**src/hw/rtl/lif_neuron_layer_step_assert.svh**
```systemverilog
// Assertion macros for the LIF layer block
`ifndef LIF_NEURON_LAYER_STEP_ASSERT_SVH
`define LIF_NEURON_LAYER_STEP_ASSERT_SVH
// implication checked every rising clock edge outside reset
`define LIF_ASSERT_IMP(lbl, ante, cons, msg) \
    lbl: assert property (@(posedge clk) disable iff (!rst_n) (ante) |-> (cons)) else $error(msg);
// next-cycle implication
`define LIF_ASSERT_NXT(lbl, ante, cons, msg) \
    lbl: assert property (@(posedge clk) disable iff (!rst_n) (ante) |=> (cons)) else $error(msg);
`endif

```
**src/hw/rtl/lif_ram.sv**
```systemverilog
`timescale 1ns / 1ps
// ----------------------------------------------------------------------------
// lif_ram
// Generic single-port-write, single-port-read RAM with registered read.
// ----------------------------------------------------------------------------
module lif_ram #(
    parameter int WIDTH = 16,
    parameter int DEPTH = 64
) (
    input  logic                     clk,
    input  logic                     we,
    input  logic [$clog2(DEPTH)-1:0] waddr,
    input  logic [WIDTH-1:0]         wdata,
    input  logic [$clog2(DEPTH)-1:0] raddr,
    output logic [WIDTH-1:0]         rdata
);
    logic [WIDTH-1:0] mem [DEPTH];

    always_ff @(posedge clk)
    begin
        if (we)
        begin
            mem[waddr] <= wdata;
        end
        rdata <= mem[raddr];
    end
endmodule

```
**config.mk**
```make
export PLATFORM = sky130hd
export DESIGN_NAME = lif_ram
export DESIGN_NICKNAME = d
export VERILOG_FILES = /design/src/hw/rtl/lif_neuron_layer_step_assert.svh /design/src/hw/rtl/lif_ram.sv
export SDC_FILE = /design/constraint.sdc
export NUM_CORES = 1
export LEC_CHECK = 0
export BUFFER_PORTS_ARGS = -buffer_cell sky130_fd_sc_hd__clkbuf_2
export CORE_ASPECT_RATIO = 0.5
export CORE_MARGIN = 3
export CORE_UTILIZATION = 65
export DETAILED_ROUTE_END_ITERATION = 8
export PLACE_DENSITY_LB_ADDON = 0.1
export SLEW_MARGIN = 20
export SYNTH_ARGS = -nofsm -noshare
export SYNTH_HDL_FRONTEND = slang
export SYNTH_SLANG_ARGS = --single-unit
```
**constraint.sdc**
```tcl
create_clock -name clk -period 4.5 [get_ports clk]
set_clock_uncertainty 0.15 [all_clocks]
set_input_delay 0.45 -clock clk [delete_from_list [all_inputs] [get_ports clk]]
set_output_delay 0.45 -clock clk [all_outputs]
set_load 0.005 [all_outputs]
```
==> metrics.md, run 1 <==
| Metric | Value |
|---|---|
| Fin util | `73.5%` |
| Clock Tree Root | `clkbuf_16` |
| First-pass GRT wire length | `138 mm` |
| Critical path's top delay family | `buffers and inverters` |
| Total of max-cap violations | `0` |
| Residual DRC | `0` |
| Io pins | `46` |
| Seq/Total Area, Yosys | `77.6%` |
| Die area | `0.0648 sq mm` |
| Critical path class | `input port to flip-flop` |
| Top cell type's share of synthesized area | `76.8%` |
| Final setup violation count | `0` |
| Core footprint | `0.0601 sq mm` |
| Pre-Repair DR Iteration Count | `5` |
| P_leak | `0.0140 uW` |
| Sequential cell area | `0.0311 sq mm` |
| CP bufs+invs | `2` |
| Crit path required time | `4790 ps` |
| Top-count cell post-synth | `edfxtp_1` |
| Initial antenna violation count | `3` |
| GPL Wtd Cong | `0.879` |
| Peak supply drop | `0.263 mV` |
| Share of cells above drive strength 1 | `26.4%` |
| Top routing layer in use | `met5` |
| Clock sinks | `1040` |
| Setup crit end kind | `flip-flop` |
| Worst-skew pair later-pin latency | `630 ps` |
| Starting DRC count in detailed routing | `2745` |
| Via count | `19700` |
| Remaining global-route overflow | `0` |
| Vias in the first global route | `19400` |
| Reg2reg setup slack | `2100 ps` |
| Hold path start | `wdata[4]` |
| Post-synthesis cell type count | `43` |
| Routed WL | `93.7 mm` |
| Slew margin rel. | `24.2%` |
| CP max stage delay | `700 ps` |
| Worst reg2reg path endpoint | `rdata[15]` |
| Max-slew violations | `0` |
| Largest net degree at the start of global routing | `79` |
| Async set-reset flop share out of synthesis | `0%` |
| Die height | `182 um` |
| DRT antenna net count | `0` |
| Power per cell area | `430 mW/mm^2` |
| Met2 WL | `43.8 mm` |
| Avg WL per Cell | `33.0 um` |
| Number of cells on the worst hold path | `1` |
| Predominant post-synthesis flop cell | `edfxtp_1` |
| Worst r2r path cells | `5` |
| Ys Warns | `0` |
| CP max-delay cell | `a311oi_1` |
| Synthesized cell area | `0.0400 sq mm` |
| Min Tclk post-route | `3170 ps` |
| Setup ws final | `1330 ps` |
| Period utilization | `70.5%` |
| Hold-fix buffers at CTS | `0` |
| Synth area leader | `edfxtp_1` |
| Footprint of the multi-input gates | `0.00831 sq mm` |
| Pre-CTS WS | `684 ps` |
| Most common library cells after synthesis | `edfxtp_1 (1024), mux4_2 (220), mux2i_1 (85)` |
| Fmax | `315 MHz` |
| Syn Inst Count | `1829` |
| Syn_area_per_cell | `21.9 sq um` |
| CTS Buf Count | `85` |
| DRT met1 WL | `38.0 mm` |
| Crit path cell chain | `clkbuf_8 > buf_4 > mux4_2 > mux2i_1 > a22oi_1 > a31oi_1 > a311oi_1` |
| Leading post-synthesis cells by cell area | `edfxtp_1 (77%), mux4_2 (12%), mux2i_1 (2.1%)` |
| Filler instances | `3354` |
| Die width | `357 um` |
| Synthesized flop and latch total | `1040` |
| Gr usage total | `29.9%` |
| Final Hold Fails | `0` |
| Status | `finished, final reports clean` |
| Crit start category | `input port` |
| Net Count, Synth | `1859` |
| Clk slew on worst S/H paths | `60 ps` |
| Worst slew pin tran | `1140 ps` |
| Min-Delay Path Class | `input port to flip-flop` |
| Clock Path Buffers | `3` |
| Site Rows | `63` |
| CTS H-Tree Depth | `3` |
| CTS tree | `yes` |
| CP arrival | `3470 ps` |
| Metal3 WL | `10.4 mm` |
| CTS-repair resized insts | `0` |
| Post-synth EDFFs | `1024` |
| Vias/cell | `6.92` |
| CP max FO | `78` |
| Worst R2R Start | `mem[10][15]` |
| Area Overhead vs Synth | `10.3%` |
| Post-CTS Setup Bufs | `0` |
| Number of I/O port buffers | `45` |
| RSZ-0062 raised after global routing | `no` |
| Nets@finish | `1983` |
| Starting density of the core | `66.7%` |
| Hold endpoint | `mem[58][4]` |
| Post-DP HPWL | `55.4 mm` |
| Setup TNS | `0 ps` |
-- metrics by stage --
step | hold WS [ps] | std cells | total power (uW) | cell area, sq um
after global routing | 101 | 2837 | 19500 | 44200
after floorplan | 399 | 1829 | 11500 | 40000
after global placement | 674 | 2678 | 11900 | 41400
after CTS | 88.2 | 2837 | 19100 | 44100
final | 117 | 2838 | 19000 | 44200
after detailed placement | 683 | 2678 | 11900 | 41400
-- where the power goes --
group / total [uW] / switching [uW] / internal (uW)
Sequential: 10800 / 43.2 / 10700
Clock: 7270 / 3320 / 3950
Combinational: 986 / 631 / 355
-- kinds of logic (layout without fill, tap and decap cells) --
family / Yosys count / count (layout) / synth area share, %
DFF: 1040 / 1040 / 77.6
muxes: 336 / 336 / 15.5
and+or+nand+nor: 220 / 220 / 2.65
AOI/OAI and AO/OA: 129 / 129 / 2.41
buffers and inverters: 104 / 300 / 1.83
other: 0 / 1 / 0
-- worst reg2reg max path: stages (launching register included) --
cell and delay [ps]:
edfxtp_1 360, mux4_2 470, nor2b_1 180, a211o_1 320, a31oi_1 470, a311oi_1 240
-- metal layers --
metal	track usage, %	vias up
li1	-	7921
met1	47.0	10400
met2	44.7	1154
met3	6.71	124
met4	5.95	4
met5	0	-
-- worst max path at each step --
stage	start	depth (start not counted)	to	slack (ps)
5_1_grt	raddr[0]	7	rdata[12]	1120
4_1_cts	raddr[0]	6	rdata[10]	1340
6_report	raddr[2]	7	rdata[15]	1330
3_5_place_dp	raddr[0]	6	rdata[10]	680
2_1_floorplan	waddr[3]	4	mem[48][0]	1870
3_3_place_gp	raddr[0]	7	rdata[12]	720
-- final cells by class --
cell class | instances | area share, %
Multi-Input combinational cell | 685 | 18.8
Sequential cell | 1040 | 70.3
Tap cell | 812 | 2.30
Timing Repair Buffer | 141 | 2.42
Clock buffer | 112 | 5.25
Clock inverter | 47 | 0.850
Antenna cell | 1 | 0.00567
-- cells in the final DEF, fill, tap and decap left out, types with 10 or more instances in the layout --
master / instances
a21oi_1: 17
nand2_1: 59
mux4_2: 220
clkbuf_2: 42
clkinv_2: 15
buf_4: 88
clkbuf_1: 20
nor2_1: 58
dfxtp_1: 16
nor2_2: 10
mux2_2: 27
a22oi_1: 39
nand3_1: 24
clkinv_1: 16
nand4_1: 12
mux2i_1: 85
a221oi_1: 16
nor2b_1: 30
clkbuf_16: 87
edfxtp_1: 1024
-- flip-flops by register name (all words and copies together) (netlist names) --
| register | cells |
|---|---|
| rdata | 16 |
| mem | 1024 |
Note: power is estimated with default switching activity, not from simulation.
==> inputs of run 2 (changes only) <==
--- a/config.mk
+++ b/config.mk
@@ -8,7 +8,7 @@
 export BUFFER_PORTS_ARGS = -buffer_cell sky130_fd_sc_hd__clkbuf_2
 export CORE_ASPECT_RATIO = 0.5
 export CORE_MARGIN = 3
-export CORE_UTILIZATION = 65
+export CORE_UTILIZATION = 63
 export DETAILED_ROUTE_END_ITERATION = 8
 export PLACE_DENSITY_LB_ADDON = 0.1
 export SLEW_MARGIN = 20
==> constraint.sdc (replaced) <==
create_clock -name clk -period 3.02 [get_ports clk]
set_clock_uncertainty 0.15 [all_clocks]
set_input_delay 0.302 -clock clk [delete_from_list [all_inputs] [get_ports clk]]
set_output_delay 0.302 -clock clk [all_outputs]
set_load 0.005 [all_outputs]
==> run 2 against run 1 <==
  * Worst hold slack got worse by 62 ps
  * Combinational power rose by 53%
  * Wire length fell by 0.89%
  * Highest routed layer is now met4
  * Critical endpoint is now rdata[14]
  * Sequential power rose by 48%
  * Core utilization fell by 1.4 points
==> metrics.md, run 2 (synthesized netlist as in run 1, its figures left out) <==
| Metric | Value |
|---|---|
| Die width | `363 um` |
| Hold-fix buffers at CTS | `0` |
| Setup crit end kind | `flip-flop` |
| Fmax | `402 MHz` |
| Clock sinks | `1040` |
| Via count | `19600` |
| Area Overhead vs Synth | `11.6%` |
| Share of cells above drive strength 1 | `27.2%` |
| CP bufs+invs | `2` |
| Final setup violation count | `0` |
| Die area | `0.0668 sq mm` |
| Vias/cell | `6.74` |
| Worst slew pin tran | `1100 ps` |
| Peak supply drop | `0.449 mV` |
| Status | `finished, final reports clean` |
| Commonest non-fill, non-tap cells in the layout | `edfxtp_1 (1024), mux4_2 (220), buf_4 (136)` |
| Routed WL | `92.9 mm` |
| Sequential cell area | `0.0311 sq mm` |
| Reg2reg setup slack | `560 ps` |
| Most common cell after layout, fill and taps aside | `edfxtp_1` |
| Filler instances | `3580` |
| Clk slew on worst S/H paths | `70 ps` |
| Slew margin rel. | `26.5%` |
| Critical path's top delay family | `simple AND/OR/NAND/NOR gates` |
| Post-Place Cells | `2749` |
| Switching Share | `20.5%` |
| CTS tree | `yes` |
| Number of cells on the worst hold path | `2` |
| Largest register FFs | `1024` |
| Max-slew violations | `0` |
| Sw Pwr | `5830 uW` |
| Worst reg2reg path endpoint | `rdata[9]` |
| Crit path cell chain | `clkbuf_8 > buf_12 > nor2b_1 > a22oi_1 > a41oi_1 > o21ai_0 > and4_1` |
| Gate power share | `5.3%` |
| Nets@finish | `2041` |
| Pre-Repair DR Iteration Count | `5` |
| Clock Tree Root | `clkbuf_16` |
| Crit path required time | `3400 ps` |
| CP max stage delay | `760 ps` |
| Die height | `184 um` |
| GPL Wtd Cong | `0.848` |
| Clock Power Share | `38.3%` |
| P_leak | `0.0143 uW` |
| Seq pwr share | `56.4%` |
| Post-CTS Setup Bufs | `0` |
| Io pins | `46` |
| CP max FO | `67` |
| Crit start category | `input port` |
| Hold endpoint | `mem[21][10]` |
| Worst-skew pair later-pin latency | `640 ps` |
| Gr usage total | `28.7%` |
| Internal Power | `22600 uW` |
| Footprint of the multi-input gates | `0.00825 sq mm` |
| Vias in the first global route | `19700` |
| Clock Path Buffers | `3` |
| Top flop regs | `mem x1024, rdata x16` |
| Period utilization | `82.5%` |
| Residual DRC | `0` |
| Initial antenna violation count | `3` |
| Final Hold Fails | `0` |
| CP max-delay cell | `nor2b_1` |
| Worst r2r path cells | `5` |
| Biggest register | `mem` |
| Site Rows | `64` |
| Remaining global-route overflow | `0` |
| Largest net degree at the start of global routing | `68` |
| CP arrival | `2870 ps` |
| Min-Delay Path Class | `input port to flip-flop` |
| First-pass GRT wire length | `136 mm` |
| Fin cells | `2905` |
| Number of I/O port buffers | `45` |
| Total power | `28400 uW` |
| DRT antenna net count | `0` |
| Total of max-cap violations | `0` |
| Critical path class | `input port to flip-flop` |
| Starting DRC count in detailed routing | `2637` |
| Worst R2R Start | `mem[10][9]` |
| Min Tclk post-route | `2490 ps` |
| Post-DP HPWL | `56.8 mm` |
| CTS-repair resized insts | `0` |
| Starting density of the core | `64.6%` |
| # diodes | `0` |
| Hold path start | `wdata[10]` |
| Power per cell area | `636 mW/mm^2` |
| Core footprint | `0.0620 sq mm` |
| Avg WL per Cell | `32.0 um` |
| CTS Buf Count | `85` |
| CTS H-Tree Depth | `3` |
| RSZ-0062 raised after global routing | `no` |
==> run 2: changes by cell type in the layout (fill, tap and decap cells not counted), moves of 6 or more <==
cell      before  now
clkbuf_1      20   33
clkinv_2      15    9
nor2_1        58   72
buf_12         8   19
nor2_4         6    0
buf_4         88  136
nor2_2        10    2
==> run 2: worst max-delay path by stage <==
stage                  start          to  slack, ps  depth (start not counted)
CTS                 raddr[2]   rdata[14]        610                          7
finish              raddr[2]   rdata[14]        530                          7
detailed placement  raddr[2]   rdata[14]        -70                          7
floorplan           waddr[3]  mem[48][0]        530                          4
global placement    raddr[2]   rdata[14]         40                          7
global route        raddr[2]   rdata[14]        380                          7
==> run 2: layer usage <==
layer | vias up | GRT usage, % | share of wire, %
met4 | 0 | 7.08 | 2.3
met1 | 10400 | 43.2 | 41
met2 | 1025 | 43.9 | 47
met5 | - | 0 | 0
met3 | 134 | 6.44 | 10
li1 | 8036 | - | -
==> run 2: area by class of cell <==
class	count	share of cell area, %
tap	825	2.31
multi-input combinational	685	18.5
clock inverter	30	0.649
sequential	1040	69.5
timing repair buffer	199	3.68
clock buffer	126	5.38
==> run 2: power by group through the flow <==
| stage | clock (uW) | combinational, uW | sequential (uW) |
|---|---|---|---|
| after CTS | 11000 | 1510 | 16000 |
| after detailed placement | 0 | 1500 | 16300 |
| after global routing | 11600 | 1600 | 16000 |
| after floorplan | 0 | 827 | 16300 |
| after global placement | 0 | 1460 | 16300 |
| final | 10900 | 1510 | 16000 |
==> run 2: through the flow <==
step	hold WS [ps]	setup slack, ps	cell area, sq um	utilization (%)	TNS [ps]
after floorplan	251	533	40000	-	0
final	55.1	529	44700	72.1	0
after global placement	533	41.1	42000	67.8	0
after detailed placement	533	-69.2	42000	67.8	-212
after global routing	40.1	376	44700	72.1	0
after CTS	30.8	606	44700	72.1	0
